**config.mk**
```make
export PLATFORM = sky130hd
export DESIGN_NAME = multi_policy_thread_scheduler
export DESIGN_NICKNAME = d
export VERILOG_FILES = /design/src/rtl/mpts_pkg.sv /design/src/rtl/mpts_ctrl.sv /design/src/rtl/mpts_dp.sv /design/src/rtl/multi_policy_thread_scheduler.sv
export SDC_FILE = /design/constraint.sdc
export NUM_CORES = 2
export LEC_CHECK = 0
export BUFFER_PORTS_ARGS = -buffer_cell sky130_fd_sc_hd__buf_2
export CAP_MARGIN = 0
export CORE_MARGIN = 2
export CORE_UTILIZATION = 25
export CTS_CLUSTER_DIAMETER = 30
export CTS_CLUSTER_SIZE = 28
export DETAILED_ROUTE_END_ITERATION = 10
export PLACE_DENSITY_LB_ADDON = 0.2
export SLEW_MARGIN = 30
export SYNTH_ARGS = -nofsm -noshare
export SYNTH_HDL_FRONTEND = slang
export SYNTH_SLANG_ARGS = --single-unit
```
**constraint.sdc**
```tcl
create_clock -name i_clk -period 17.5 [get_ports i_clk]
set_input_delay 3.5 -clock i_clk [delete_from_list [all_inputs] [get_ports i_clk]]
set_output_delay 3.5 -clock i_clk [all_outputs]
set_load 0.005 [all_outputs]
```
**src/rtl/mpts_pkg.sv**
```systemverilog
// ----------------------------------------------------------------------------
// mpts_pkg
// Shared types, codes and defaults of the multi-policy thread scheduler.
// ----------------------------------------------------------------------------
package mpts_pkg;

    localparam int QUEUE_DEPTH_DEF = 16;
    localparam int TOP_LEVEL_DEF   = 2;
    localparam int MAX_PRIO_DEF    = 20;

    // actions
    localparam logic [2:0] ACT_MAKE_READY = 3'd0;
    localparam logic [2:0] ACT_DISPATCH   = 3'd1;
    localparam logic [2:0] ACT_TICK       = 3'd2;
    localparam logic [2:0] ACT_PREEMPT    = 3'd3;
    localparam logic [2:0] ACT_SUSPEND    = 3'd4;
    localparam logic [2:0] ACT_RESUME     = 3'd5;

    // policies
    localparam logic [1:0] POL_FCFS = 2'd0;
    localparam logic [1:0] POL_RR   = 2'd1;
    localparam logic [1:0] POL_PRIO = 2'd2;
    localparam logic [1:0] POL_MLFQ = 2'd3;

    // result status
    localparam logic [1:0] ST_OK    = 2'd0;
    localparam logic [1:0] ST_EMPTY = 2'd1;
    localparam logic [1:0] ST_FULL  = 2'd2;

    // configuration register indexes
    localparam logic [1:0] REG_POLICY = 2'd0;
    localparam logic [1:0] REG_RR_Q   = 2'd1;
    localparam logic [1:0] REG_TOP_Q  = 2'd2;
    localparam logic [1:0] REG_MID_Q  = 2'd3;

    // fixed queue numbers
    localparam int READY_Q    = 0;
    localparam int SUSP_Q     = 1;
    localparam int LEVEL_BASE = 2;

    typedef struct packed {
        logic [7:0] id;
        logic [4:0] prio;
        logic [7:0] quantum;
        logic [7:0] burst;
    } t_entry;

    typedef enum logic [1:0] {
        MODE_APPEND,
        MODE_PREPEND,
        MODE_SORTED
    } t_mode;

    typedef enum logic [4:0] {
        C_NOP,
        C_LOAD,
        C_SIMPLE,
        C_RD_K,
        C_RD_KM1,
        C_RD_KP1,
        C_INC_K,
        C_SET_POS,
        C_WR_K_DEC,
        C_WR_K_INC,
        C_WR_POS,
        C_APPEND,
        C_PREPEND,
        C_TAKE,
        C_RM_END,
        C_DISPATCH,
        C_FIN_EMPTY,
        C_FIN_FULL,
        C_PUSH
    } t_cmd;

    typedef struct packed {
        logic [2:0] action;
        t_mode      mode;
        logic       full;
        logic       empty;
        logic       k_lt_cnt;
        logic       k_gt_pos;
        logic       k1_lt_cnt;
        logic       match_id;
        logic       prio_ge;
    } t_dp_status;

endpackage

```
**src/rtl/mpts_ctrl.sv**
```systemverilog
// ----------------------------------------------------------------------------
// mpts_ctrl
// Sequencer: walks the queue operations of one request and hands results on.
// ----------------------------------------------------------------------------
module mpts_ctrl (
    input  logic               i_clk,
    input  logic               i_rst_n,
    input  logic               i_in_valid,
    output logic               o_in_ready,
    output logic               o_out_valid,
    input  logic               i_out_ready,
    input  mpts_pkg::t_dp_status i_st,
    output mpts_pkg::t_cmd     o_cmd
);
    import mpts_pkg::*;

    typedef enum logic [3:0] {
        S_IDLE, S_DECIDE, S_DISP, S_SCAN, S_SCAN_W, S_SHIFT, S_SHIFT_W,
        S_FIND, S_FIND_W, S_RSHIFT, S_RSHIFT_W, S_MOVE, S_DONE
    } t_state;

    t_state r_state, n_state;
    logic   r_ovalid, n_ovalid;
    t_cmd   cmd;

    always_comb begin
        n_state = r_state;
        cmd     = C_NOP;
        case (r_state)
            S_IDLE: begin
                if (i_in_valid) begin
                    cmd     = C_LOAD;
                    n_state = S_DECIDE;
                end
            end
            S_DECIDE: begin
                case (i_st.action)
                    ACT_MAKE_READY: begin
                        if (i_st.full) begin
                            cmd     = C_FIN_FULL;
                            n_state = S_DONE;
                        end else if (i_st.mode == MODE_APPEND) begin
                            cmd     = C_APPEND;
                            n_state = S_DONE;
                        end else if (i_st.mode == MODE_PREPEND) begin
                            cmd     = C_PREPEND;
                            n_state = S_DONE;
                        end else begin
                            n_state = S_SCAN;
                        end
                    end
                    ACT_DISPATCH: begin
                        if (i_st.empty) begin
                            cmd     = C_FIN_EMPTY;
                            n_state = S_DONE;
                        end else begin
                            cmd     = C_RD_K;
                            n_state = S_DISP;
                        end
                    end
                    ACT_SUSPEND, ACT_RESUME: n_state = S_FIND;
                    default: begin
                        cmd     = C_SIMPLE;
                        n_state = S_DONE;
                    end
                endcase
            end
            S_DISP: begin
                cmd     = C_DISPATCH;
                n_state = S_DONE;
            end
            // sorted insert: find first entry of lower priority
            S_SCAN: begin
                if (i_st.k_lt_cnt) begin
                    cmd     = C_RD_K;
                    n_state = S_SCAN_W;
                end else begin
                    cmd     = C_SET_POS;
                    n_state = S_SHIFT;
                end
            end
            S_SCAN_W: begin
                if (i_st.prio_ge) begin
                    cmd     = C_INC_K;
                    n_state = S_SCAN;
                end else begin
                    cmd     = C_SET_POS;
                    n_state = S_SHIFT;
                end
            end
            S_SHIFT: begin
                if (i_st.k_gt_pos) begin
                    cmd     = C_RD_KM1;
                    n_state = S_SHIFT_W;
                end else begin
                    cmd     = C_WR_POS;
                    n_state = S_DONE;
                end
            end
            S_SHIFT_W: begin
                cmd     = C_WR_K_DEC;
                n_state = S_SHIFT;
            end
            S_FIND: begin
                if (i_st.k_lt_cnt) begin
                    cmd     = C_RD_K;
                    n_state = S_FIND_W;
                end else begin
                    cmd     = C_FIN_EMPTY;
                    n_state = S_DONE;
                end
            end
            S_FIND_W: begin
                if (i_st.match_id) begin
                    cmd     = C_TAKE;
                    n_state = S_RSHIFT;
                end else begin
                    cmd     = C_INC_K;
                    n_state = S_FIND;
                end
            end
            // close the gap left by the removed entry
            S_RSHIFT: begin
                if (i_st.k1_lt_cnt) begin
                    cmd     = C_RD_KP1;
                    n_state = S_RSHIFT_W;
                end else begin
                    cmd     = C_RM_END;
                    n_state = S_MOVE;
                end
            end
            S_RSHIFT_W: begin
                cmd     = C_WR_K_INC;
                n_state = S_RSHIFT;
            end
            S_MOVE: begin
                cmd     = i_st.full ? C_FIN_FULL : C_APPEND;
                n_state = S_DONE;
            end
            S_DONE: begin
                if (!r_ovalid || i_out_ready) begin
                    cmd     = C_PUSH;
                    n_state = S_IDLE;
                end
            end
            default: n_state = S_IDLE;
        endcase
    end

    always_comb begin
        n_ovalid = r_ovalid;
        if (i_out_ready) begin
            n_ovalid = 1'b0;
        end
        if (cmd == C_PUSH) begin
            n_ovalid = 1'b1;
        end
    end

    always_ff @(posedge i_clk) begin
        if (!i_rst_n) begin
            r_state  <= S_IDLE;
            r_ovalid <= 1'b0;
        end else begin
            r_state  <= n_state;
            r_ovalid <= n_ovalid;
        end
    end

    assign o_cmd       = cmd;
    assign o_in_ready  = (r_state == S_IDLE);
    assign o_out_valid = r_ovalid;

endmodule

```
**src/rtl/mpts_dp.sv**
```systemverilog
// ----------------------------------------------------------------------------
// mpts_dp
// Datapath: queue memory, head and count registers, running thread, config.
// ----------------------------------------------------------------------------
module mpts_dp #(
    parameter int QUEUE_DEPTH = mpts_pkg::QUEUE_DEPTH_DEF,
    parameter int TOP_LEVEL   = mpts_pkg::TOP_LEVEL_DEF,
    parameter int MAX_PRIO    = mpts_pkg::MAX_PRIO_DEF
) (
    input  logic                 i_clk,
    input  logic                 i_rst_n,
    input  mpts_pkg::t_cmd       i_cmd,
    input  logic                 i_cfg_we,
    input  logic [1:0]           i_cfg_idx,
    input  logic [7:0]           i_cfg_data,
    input  logic [2:0]           i_action,
    input  logic [7:0]           i_thread_id,
    input  logic [4:0]           i_priority_req,
    input  logic [7:0]           i_quantum_left,
    input  logic [7:0]           i_burst_time,
    input  logic                 i_cpu_idle,
    output mpts_pkg::t_dp_status o_st,
    output logic [1:0]           o_status,
    output logic [7:0]           o_out_thread_id,
    output logic [4:0]           o_out_priority,
    output logic [7:0]           o_out_quantum,
    output logic                 o_yield_now,
    output logic                 o_do_switch
);
    import mpts_pkg::*;

    localparam int NQ = TOP_LEVEL + 3;
    localparam int AW = $clog2(QUEUE_DEPTH);
    localparam int CW = $clog2(QUEUE_DEPTH + 1);
    localparam int QW = $clog2(NQ);
    localparam int MW = $clog2(NQ * QUEUE_DEPTH);
    localparam int LW = $clog2(TOP_LEVEL + 1);
    localparam logic [CW:0]   DEPTH_S = (CW + 1)'(QUEUE_DEPTH);
    localparam logic [CW-1:0] DEPTH_C = CW'(QUEUE_DEPTH);
    localparam logic [AW-1:0] LAST_SLOT = AW'(QUEUE_DEPTH - 1);
    localparam logic [MW-1:0] DEPTH_M = MW'(QUEUE_DEPTH);

    t_entry       r_mem [NQ * QUEUE_DEPTH];
    t_entry       r_rdata;
    logic [AW-1:0] r_head [NQ];
    logic [CW-1:0] r_cnt  [NQ];
    logic [QW-1:0] r_q, r_dst;
    logic [CW-1:0] r_k, r_pos;
    t_entry       r_ent;
    logic [2:0]   r_action;
    logic [4:0]   r_praw;
    logic         r_idle;
    t_mode        r_mode;
    logic [1:0]   r_status;
    logic         r_yield, r_sw;
    logic [7:0]   r_run_id, r_run_q;
    logic [4:0]   r_run_prio;
    logic [1:0]   r_policy;
    logic [7:0]   r_rr_q, r_top_q, r_mid_q;
    logic [1:0]   r_o_status;
    logic [7:0]   r_o_id, r_o_q;
    logic [4:0]   r_o_prio;
    logic         r_o_yield, r_o_sw;

    // request decode at accept
    logic [4:0]    psat;
    logic [LW-1:0] lvl;
    t_entry        ld_ent;
    logic [QW-1:0] ld_q, ld_dst, disp_q;
    t_mode         ld_mode;

    always_comb begin
        psat = (32'(i_priority_req) > MAX_PRIO) ? 5'(MAX_PRIO) : i_priority_req;
        lvl  = (32'(psat) > TOP_LEVEL) ? LW'(TOP_LEVEL) : LW'(psat);
        ld_ent.id      = i_thread_id;
        ld_ent.prio    = psat;
        ld_ent.quantum = i_quantum_left;
        ld_ent.burst   = i_burst_time;
        ld_q    = QW'(READY_Q);
        ld_dst  = QW'(SUSP_Q);
        ld_mode = MODE_APPEND;
        disp_q  = QW'(LEVEL_BASE);
        for (int l = 0; l <= TOP_LEVEL; l++) begin
            if (r_cnt[LEVEL_BASE + l] != '0) begin
                disp_q = QW'(LEVEL_BASE + l);
            end
        end
        case (i_action)
            ACT_MAKE_READY: begin
                case (r_policy)
                    POL_RR:   ld_ent.quantum = r_rr_q;
                    POL_PRIO: ld_mode = MODE_SORTED;
                    POL_MLFQ: begin
                        ld_ent.prio = 5'(lvl);
                        ld_q = QW'(LEVEL_BASE) + QW'(lvl);
                        if (i_quantum_left != 8'd0) begin
                            ld_mode = MODE_PREPEND;
                        end else if (32'(lvl) == TOP_LEVEL) begin
                            ld_ent.quantum = r_top_q;
                        end else if (lvl == '0) begin
                            ld_ent.quantum = i_burst_time;
                        end else begin
                            ld_ent.quantum = r_mid_q;
                        end
                    end
                    default: ld_mode = MODE_APPEND;
                endcase
            end
            ACT_DISPATCH: begin
                if (r_policy == POL_MLFQ) begin
                    ld_q = disp_q;
                end
            end
            ACT_RESUME: begin
                ld_q   = QW'(SUSP_Q);
                ld_dst = QW'(READY_Q);
            end
            default: ld_q = QW'(READY_Q);
        endcase
    end

    // slot and memory address of the current access
    logic [CW-1:0] off;
    logic [CW:0]   sum;
    logic [AW-1:0] slot, slot_prev, head_next;
    logic [MW-1:0] addr;
    logic          rd_en, wr_en;
    t_entry        wr_data;

    always_comb begin
        case (i_cmd)
            C_RD_KM1:         off = r_k - 1'b1;
            C_RD_KP1:         off = r_k + 1'b1;
            C_WR_POS:         off = r_pos;
            C_APPEND:         off = r_cnt[r_q];
            default:          off = r_k;
        endcase
        sum = (CW + 1)'(r_head[r_q]) + (CW + 1)'(off);
        if (sum >= DEPTH_S) begin
            sum = sum - DEPTH_S;
        end
        slot_prev = (r_head[r_q] == '0) ? LAST_SLOT : r_head[r_q] - 1'b1;
        head_next = (r_head[r_q] == LAST_SLOT) ? '0 : r_head[r_q] + 1'b1;
        slot = (i_cmd == C_PREPEND) ? slot_prev : sum[AW-1:0];
        addr = MW'(r_q) * DEPTH_M + MW'(slot);
        rd_en = (i_cmd == C_RD_K) || (i_cmd == C_RD_KM1) || (i_cmd == C_RD_KP1);
        wr_en = (i_cmd == C_WR_K_DEC) || (i_cmd == C_WR_K_INC) || (i_cmd == C_WR_POS)
             || (i_cmd == C_APPEND) || (i_cmd == C_PREPEND);
        wr_data = ((i_cmd == C_WR_K_DEC) || (i_cmd == C_WR_K_INC)) ? r_rdata : r_ent;
    end

    always_ff @(posedge i_clk) begin
        if (wr_en) begin
            r_mem[addr] <= wr_data;
        end
        if (rd_en) begin
            r_rdata <= r_mem[addr];
        end
    end

    // tick and preempt check
    logic       active;
    logic [7:0] tq;
    always_comb begin
        active = (r_policy == POL_RR) || (r_policy == POL_MLFQ && r_run_prio != 5'd0);
        tq = (r_run_q != 8'd0) ? r_run_q - 8'd1 : 8'd0;
    end

    always_ff @(posedge i_clk) begin
        if (!i_rst_n) begin
            for (int i = 0; i < NQ; i++) begin
                r_head[i] <= '0;
                r_cnt[i]  <= '0;
            end
            r_run_id   <= '0;
            r_run_prio <= '0;
            r_run_q    <= '0;
            r_policy   <= POL_FCFS;
            r_rr_q     <= 8'd4;
            r_top_q    <= 8'd4;
            r_mid_q    <= 8'd8;
        end else begin
            if (i_cfg_we) begin
                case (i_cfg_idx)
                    REG_POLICY: r_policy <= i_cfg_data[1:0];
                    REG_RR_Q:   r_rr_q   <= i_cfg_data;
                    REG_TOP_Q:  r_top_q  <= i_cfg_data;
                    REG_MID_Q:  r_mid_q  <= i_cfg_data;
                    default:    r_policy <= r_policy;
                endcase
            end
            case (i_cmd)
                C_SIMPLE: begin
                    if (r_action == ACT_TICK && active) begin
                        r_run_q <= tq;
                        if (!r_idle && tq == 8'd0 && r_policy == POL_MLFQ) begin
                            r_run_prio <= r_run_prio - 5'd1;
                        end
                    end
                end
                C_WR_POS, C_APPEND: r_cnt[r_q] <= r_cnt[r_q] + 1'b1;
                C_PREPEND: begin
                    r_head[r_q] <= slot_prev;
                    r_cnt[r_q]  <= r_cnt[r_q] + 1'b1;
                end
                C_RM_END: r_cnt[r_q] <= r_cnt[r_q] - 1'b1;
                C_DISPATCH: begin
                    r_run_id    <= r_rdata.id;
                    r_run_prio  <= r_rdata.prio;
                    r_run_q     <= r_rdata.quantum;
                    r_head[r_q] <= head_next;
                    r_cnt[r_q]  <= r_cnt[r_q] - 1'b1;
                end
                default: r_run_q <= r_run_q;
            endcase
        end
    end

    // per-request working registers, no reset needed
    always_ff @(posedge i_clk) begin
        case (i_cmd)
            C_LOAD: begin
                r_action <= i_action;
                r_praw   <= i_priority_req;
                r_idle   <= i_cpu_idle;
                r_ent    <= ld_ent;
                r_q      <= ld_q;
                r_dst    <= ld_dst;
                r_mode   <= ld_mode;
                r_k      <= '0;
                r_pos    <= '0;
                r_status <= ST_OK;
                r_yield  <= 1'b0;
                r_sw     <= 1'b0;
            end
            C_SIMPLE: begin
                if (r_action == ACT_TICK) begin
                    r_yield <= active && !r_idle && tq == 8'd0;
                end
                if (r_action == ACT_PREEMPT) begin
                    r_sw <= (r_policy == POL_PRIO || r_policy == POL_MLFQ)
                            && r_run_prio < r_praw;
                end
            end
            C_INC_K, C_WR_K_INC: r_k <= r_k + 1'b1;
            C_WR_K_DEC: r_k <= r_k - 1'b1;
            C_SET_POS: begin
                r_pos <= r_k;
                r_k   <= r_cnt[r_q];
            end
            C_TAKE: r_ent <= r_rdata;
            C_RM_END: r_q <= r_dst;
            C_FIN_EMPTY: r_status <= ST_EMPTY;
            C_FIN_FULL: r_status <= ST_FULL;
            C_PUSH: begin
                r_o_status <= r_status;
                r_o_id     <= r_run_id;
                r_o_prio   <= r_run_prio;
                r_o_q      <= r_run_q;
                r_o_yield  <= r_yield;
                r_o_sw     <= r_sw;
            end
            default: r_k <= r_k;
        endcase
    end

    always_comb begin
        o_st.action    = r_action;
        o_st.mode      = r_mode;
        o_st.full      = (r_cnt[r_q] == DEPTH_C);
        o_st.empty     = (r_cnt[r_q] == '0);
        o_st.k_lt_cnt  = (r_k < r_cnt[r_q]);
        o_st.k_gt_pos  = (r_k > r_pos);
        o_st.k1_lt_cnt = ((CW + 1)'(r_k) + 1'b1) < (CW + 1)'(r_cnt[r_q]);
        o_st.match_id  = (r_rdata.id == r_ent.id);
        o_st.prio_ge   = (r_rdata.prio >= r_ent.prio);
    end

    assign o_status        = r_o_status;
    assign o_out_thread_id = r_o_id;
    assign o_out_priority  = r_o_prio;
    assign o_out_quantum   = r_o_q;
    assign o_yield_now     = r_o_yield;
    assign o_do_switch     = r_o_sw;

endmodule

```
**src/rtl/multi_policy_thread_scheduler.sv**
```systemverilog
// ----------------------------------------------------------------------------
// multi_policy_thread_scheduler
// Thread scheduler with FCFS, round robin, priority and feedback queue modes.
// ----------------------------------------------------------------------------
// channel   | direction | handshake                   | payload
// requests  | in        | s_axis_tvalid/s_axis_tready | s_axis_tdata (40 bits)
// results   | out       | m_axis_tvalid/m_axis_tready | m_axis_tdata (32 bits)
// config    | in        | i_cfg_we, no wait           | i_cfg_idx, i_cfg_data
//
// tick and preempt check go through the idle, decide and done states; make_ready
// append/prepend does too, and dispatch adds a read state. sorted insert and
// suspend/resume walk the queue memory one entry at a time, with one read then one write per entry moved.
// the queue memory has a single port. a result waits in its own
// register, so the next request is taken while it is still unclaimed.
// synchronous active-low reset empties all queues; no clearing pass.
// ----------------------------------------------------------------------------
module multi_policy_thread_scheduler #(
    parameter int QUEUE_DEPTH = mpts_pkg::QUEUE_DEPTH_DEF,
    parameter int TOP_LEVEL   = mpts_pkg::TOP_LEVEL_DEF,
    parameter int MAX_PRIO    = mpts_pkg::MAX_PRIO_DEF
) (
    input  logic        i_clk,
    input  logic        i_rst_n,
    input  logic        s_axis_tvalid,
    output logic        s_axis_tready,
    // action[2:0], thread_id[10:3], priority_req[15:11], quantum_left[23:16],
    // burst_time[31:24], cpu_idle[32], zero fill
    input  logic [39:0] s_axis_tdata,
    output logic        m_axis_tvalid,
    input  logic        m_axis_tready,
    // status[1:0], out_thread_id[9:2], out_priority[14:10], out_quantum[22:15],
    // yield_now[23], do_switch[24], zero fill
    output logic [31:0] m_axis_tdata,
    input  logic        i_cfg_we,
    input  logic [1:0]  i_cfg_idx,
    input  logic [7:0]  i_cfg_data
);
    import mpts_pkg::*;

    t_cmd       cmd;
    t_dp_status st;
    logic [1:0] status;
    logic [7:0] out_id, out_q;
    logic [4:0] out_prio;
    logic       yield_now, do_switch;

    mpts_ctrl u_ctrl (
        .i_clk       (i_clk),
        .i_rst_n     (i_rst_n),
        .i_in_valid  (s_axis_tvalid),
        .o_in_ready  (s_axis_tready),
        .o_out_valid (m_axis_tvalid),
        .i_out_ready (m_axis_tready),
        .i_st        (st),
        .o_cmd       (cmd)
    );

    mpts_dp #(
        .QUEUE_DEPTH (QUEUE_DEPTH),
        .TOP_LEVEL   (TOP_LEVEL),
        .MAX_PRIO    (MAX_PRIO)
    ) u_dp (
        .i_clk           (i_clk),
        .i_rst_n         (i_rst_n),
        .i_cmd           (cmd),
        .i_cfg_we        (i_cfg_we),
        .i_cfg_idx       (i_cfg_idx),
        .i_cfg_data      (i_cfg_data),
        .i_action        (s_axis_tdata[2:0]),
        .i_thread_id     (s_axis_tdata[10:3]),
        .i_priority_req  (s_axis_tdata[15:11]),
        .i_quantum_left  (s_axis_tdata[23:16]),
        .i_burst_time    (s_axis_tdata[31:24]),
        .i_cpu_idle      (s_axis_tdata[32]),
        .o_st            (st),
        .o_status        (status),
        .o_out_thread_id (out_id),
        .o_out_priority  (out_prio),
        .o_out_quantum   (out_q),
        .o_yield_now     (yield_now),
        .o_do_switch     (do_switch)
    );

    assign m_axis_tdata = {7'd0, do_switch, yield_now, out_q, out_prio, out_id, status};

    a_status_code: assert property (@(posedge i_clk) disable iff (!i_rst_n)
        m_axis_tvalid |-> (m_axis_tdata[1:0] != 2'd3))
        else $error("status code out of range");

    a_yield_switch: assert property (@(posedge i_clk) disable iff (!i_rst_n)
        m_axis_tvalid |-> !(m_axis_tdata[23] && m_axis_tdata[24]))
        else $error("yield and switch both set");

    a_busy_after_accept: assert property (@(posedge i_clk) disable iff (!i_rst_n)
        (s_axis_tvalid && s_axis_tready) |=> !s_axis_tready)
        else $error("request taken while busy");

endmodule

```
Word level (Yosys, flattened, before mapping). Memory sizes are Yosys's and may differ from the RTL's. A register that Yosys moved wholly into a read port is not among the register bits. Index checks and enable logic that the tools add are counted.

Register bits after elaboration: 137. Bits in writable memories: 2365. Input port bits: 55. Logic and storage cells: 262. Memories: 3.

Memories: u_dp.r_mem (depth 80, width 29, read ports 1, clocked after memory_dff 1, write ports 1, RTL line mpts_dp.sv:43) `t_entry r_mem [NQ * QUEUE_DEPTH];`; u_dp.r_cnt (depth 5, width 5, read ports 3, clocked after memory_dff 1, write ports 5, RTL line mpts_dp.sv:46) `logic [CW-1:0] r_cnt [NQ];`; u_dp.r_head (depth 5, width 4, read ports 1, clocked after memory_dff 1, write ports 5, RTL line mpts_dp.sv:45) `logic [AW-1:0] r_head [NQ];`.

Add/subtract/negate cells: 13. Order comparisons: 8. Eq/ne operators: 54. Muxes and demuxes: 95. Bitwise gates (word level): 4. Reductions and logical operators: 55.

Operators with widths (count): 4-bit 2-to-1 mux (18); 5-bit 2-to-1 mux (14); 5-bit one-hot mux with 13 select lines (1); 29-bit one-hot mux with 2 select lines (1); 4-bit one-hot mux with 12 select lines (1); 5-bit by 4-bit == test with 1-bit output, second input constant (8); 8-bit 2-to-1 mux (5); 5-bit one-hot mux with 4 select lines (2); 8-bit one-hot mux with 2 select lines (2); 3-bit 2-to-1 mux (10); 29-bit 2-to-1 mux (1); 1-bit 2-to-1 mux (28); 4-bit == test, second input constant (6); 5-bit by 3-bit == test with 1-bit output, second input constant (4); 5-bit == test, second input constant (4); 5-bit one-hot mux with 2 select lines (2); 4-bit by 3-bit == test with 1-bit output, second input constant (4); 2-bit AND reduction (8); 8-bit nonzero test (2); 5-bit one-hot mux with 3 select lines (1); 5-bit nonzero test (3); 5-bit by 1-bit subtractor with 5-bit output, second input constant (3); 13-bit 2-to-1 mux (1); 4-bit one-hot mux with 3 select lines (1); 49 further kinds (99).

Longest topological paths before layout.
Depth in word-level cells: 16. Gate-level depth with buffers: 30. Depth with buffers taken out: 25.

Modules after synthesis. Synthesis repeated with hierarchy kept, for this count alone.

Cell total of the unflattened synthesis: 4946. Area, all modules: 75683.8 sq um.

By module, submodules not included: mpts_dp (times used 1, cells each 4829, area an instance 74835.5 sq um, seq. area each 56494.2 sq um); mpts_ctrl (times used 1, cells each 107, area an instance 777.0 sq um, seq. area each 100.1 sq um); multi_policy_thread_scheduler (times used 1, cells each 10, area an instance 71.3 sq um, seq. area each 0.0 sq um).

Least setup slack after synthesis. No wires, ideal clock.

Kind: reg-to-reg. Start point: reg with a tool-made name. End point: mem u_dp.r_mem[53][10] (netlist name), enable pin. Setup time: 0.399 ns. Arrival: 6.476 ns. Setup slack: 10.625 ns. Stages on the path, launching flop included: 25. Path buffers: 6. Period minus slack after synthesis: 6.875 ns. Cell sequence: dfxtp_1 buf_6 buf_4 mux4_2 mux2i_1 ha_1 inv_1 nor4_4 or2_2 nand3_1 a21oi_1 a221o_1 ha_1 inv_1 fa_1 xnor2_1 nand2_1 nor3b_4 a31o_1 buf_2 buf_2 buf_2 buf_2 nand2_1 nor2_1.

RTL lines (RTL line): to (decl) (mpts_dp.sv:43).

==> impl_metrics.py <==
metrics = {
    "run_status": {
        "status": "complete, no violations",
    },
    "global_route": {
        "antenna_found_initial": 26,
        "grt_use_met3_pct": 3.08,
        "grt_pass1_vias": 45100,
        "grt_util_met2_pct": 27.5,
        "grt_pass1_wl_mm": 352,
        "grt_max_degree": 85,
        "track_usage_pct": 16.7,
        "grtUsageMet1_pct": 22.2,
        "grt_overflow": 0,
        "grt-busiest-layer": "met2",
    },
    "clock_tree": {
        "htreeDepth": 5,
        "postCtsHoldBufs": 0,
        "cts_tree": "done",
        "cts_buffers": 449,
        "clk_path_buf_depth": 4,
        "clk_transition_reported_paths_ps": 40,
        "ctsRootBufferMaster": "clkbuf_16",
        "cts.sinks": 1903,
        "insertion_delay_ps": 980,
        "post_cts_buffers": 0,
        "cts-resized-gates": 0,
    },
    "critical_path": {
        "cpPeakStageDelay_ps": 990,
        "endpoint_kind": "flip-flop",
        "path_cells": "buf_4 > mux4_2 > mux2i_1 > ha_1 > inv_1 > nor4_4 > or2_2 > nand3_1 > a21oi_1 > a221o_1 > ha_1 > inv_1 > fa_1 > xnor2_1 > nand2_1 > nor3b_4 > a31o_4 > buf_12 > buf_4 > a222oi_1 > nand2_1 > o311ai_0 > o21ai_0 > o21bai_1",
        "crit_family": "compound AO/OA/AOI/OAI gates",
        "critPathKind": "reg -> reg",
        "critPathRequiredTime_ps": 18200,
        "crit_arrival_ps": 10090,
        "critPathMaxFanout": 79,
        "crit_buf_inv": 5,
        "critPathLaunchType": "flip-flop",
        "crit_slowest_cell": "o21ai_0",
    },
    "placed_design": {
        "io_buffers": 74,
        "place_hpwl_mm": 139,
        "place_congestion": 0.778,
    },
    "die": {
        "io_pins": 89,
        "start_util_pct": 25.1,
        "core_area_mm2": 0.290,
        "die_y_um": 544,
        "die_area_mm2": 0.295,
        "rows": 198,
        "fp.dieW_um": 544,
    },
    "route": {
        "drc": 0,
        "detail-route-antenna-nets": 0,
        "firstDrtPassIters": 8,
        "wl_per_cell_um": 28.3,
        "wl_mm": 253,
        "dr_total_vias": 44600,
        "first_iter_violations": 6002,
        "vias_per_cell": 4.99,
    },
    "timing": {
        "finalMaxSlewViolations": 0,
        "clock_skew_ps": 64.8,
        "setup_viol": 0,
        "finalCritPeriodShare_pct": 53.7,
        "fmax_mhz": 107,
        "setup-tns-final_ps": 0,
        "tightest_slew_ps": 1120,
        "rsz0062_at_grt": "false",
        "hold_viol": 0,
        "period_needed_ps": 9390,
        "max_slew_margin_pct": 24.4,
    },
    "finish": {
        "drive_gt1_share_pct": 21.7,
        "fillCellCount": 28400,
        "layout_commonest_cell": "edfxtp_1",
        "nNetsFinal": 4778,
        "layout_common_cells": "1848 x edfxtp_1, 453 x clkbuf_16, 370 x a222oi_1",
        "areaGrowthSynthToFinish_pct": 28.0,
    },
    "yosys": {
        "syn_avg_cell_area_um2": 17.1,
        "async_reset_ff_share_pct": 0,
        "ys.flop_type": "edfxtp_1",
        "synth-seq-cells": 1903,
        "ys.warnings.count": 0,
        "syn_area_mm2": 0.0728,
        "synth_edf_count": 1848,
        "synth_seq_area_share_pct": 77.8,
        "netlist_instances": 4256,
        "synth.distinct_cells": 99,
    },
    "hold_path": {
        "hp-class": "reg -> reg",
    },
    "run": {
        "drv_cap": 0,
    },
}
registers in the layout, summed over array words and instances (netlist names), 3 cells and up, named ones only:
register,cells
u_dp.r_run_q,8
u_dp.r_top_q,8
u_dp.r_k,5
u_dp.r_rr_q,8
u_dp.r_mem,1680
u_dp.r_pos,5
u_dp.r_action,3
u_dp.o_out_thread_id,8
u_dp.r_praw,5
u_ctrl.r_state,4
u_dp.o_out_quantum,8
u_dp.r_q,3
u_dp.r_rdata,21
u_dp.r_run_id,8
u_dp.r_run_prio,5
u_dp.r_ent,21
u_dp.r_cnt,40
u_dp.r_mid_q,8
u_dp.o_out_priority,5
u_dp.r_head,32
final cells by class:
class                           instances  area [um^2]  area share [%]
Sequential cell                      1903        56600            60.8
Timing Repair Buffer                  254         1930            2.07
Clock inverter                        261         2700            2.90
Antenna cell                            5         12.5          0.0134
Multi-Input combinational cell       2019        15100            16.2
Inverter                               60          228           0.244
Clock buffer                          539        11700            12.6
Tap cell                             3900         4880            5.24
worst paths after layout:
check | start | end | slack [ps] | cells after the start
max | flip-flop | u_dp.r_rdata[8] | 8110 | 24
min | u_dp.r_status[0] | u_dp.o_status[0] | 410 | 0
max reg2reg | flip-flop | u_dp.r_rdata[8] | 8110 | 24
min reg2reg | u_dp.r_status[0] | u_dp.o_status[0] | 410 | 0
cell families (layout without fill, tap and decap cells):
logic type / Yosys count / after routing / synth area share (%)
and+or+nand+nor: 811 / 811 / 5.41
AOI/OAI and AO/OA: 998 / 998 / 11.3
adders and majority gates: 36 / 36 / 0.629
buffers and inverters: 340 / 1114 / 2.23
DFF: 1903 / 1903 / 77.8
other: 1 / 12 / 0.00515
muxes: 139 / 139 / 2.33
xor gates and xnor gates: 28 / 28 / 0.347
synth_stat cells (19+ instances only):
master	instances	area (um^2)
a21oi_1	126	631
a222oi_1	370	3700
a22oi_1	166	1250
a31oi_1	20	125
buf_2	129	646
buf_4	38	285
clkbuf_1	94	353
dfxtp_1	55	1100
edfxtp_1	1848	55500
ha_1	35	438
inv_1	58	218
mux2_2	31	349
mux2i_1	86	861
nand2_1	243	912
nand3_1	74	370
nand4_1	114	713
nor2_1	226	848
nor3_1	28	140
o2111ai_1	32	280
o211ai_1	45	338
o21ai_0	64	320
o22ai_1	19	119
stage by stage:
step	instances	area, um^2	worst slack (ps)	utilization [%]	hold slack [ps]
after CTS	8936	93100	8090	32.1	411
after detailed placement	8136	78700	8090	27.1	407
after floorplan	4262	72800	10620	-	400
after global placement	8133	78500	8240	27.0	409
final	8941	93200	8110	32.1	407
after global routing	8937	93100	7890	32.1	419
layer usage:
metal	vias to the layer above	share of wire [%]
met5	-	0.026
met4	8	2.7
met3	388	6.7
met2	1709	48
met1	23600	43
li1	18900	-
Power is left out: the tool's default activity adds up to more than one toggle a clock period on the data nets, which glitch-free logic cannot reach.
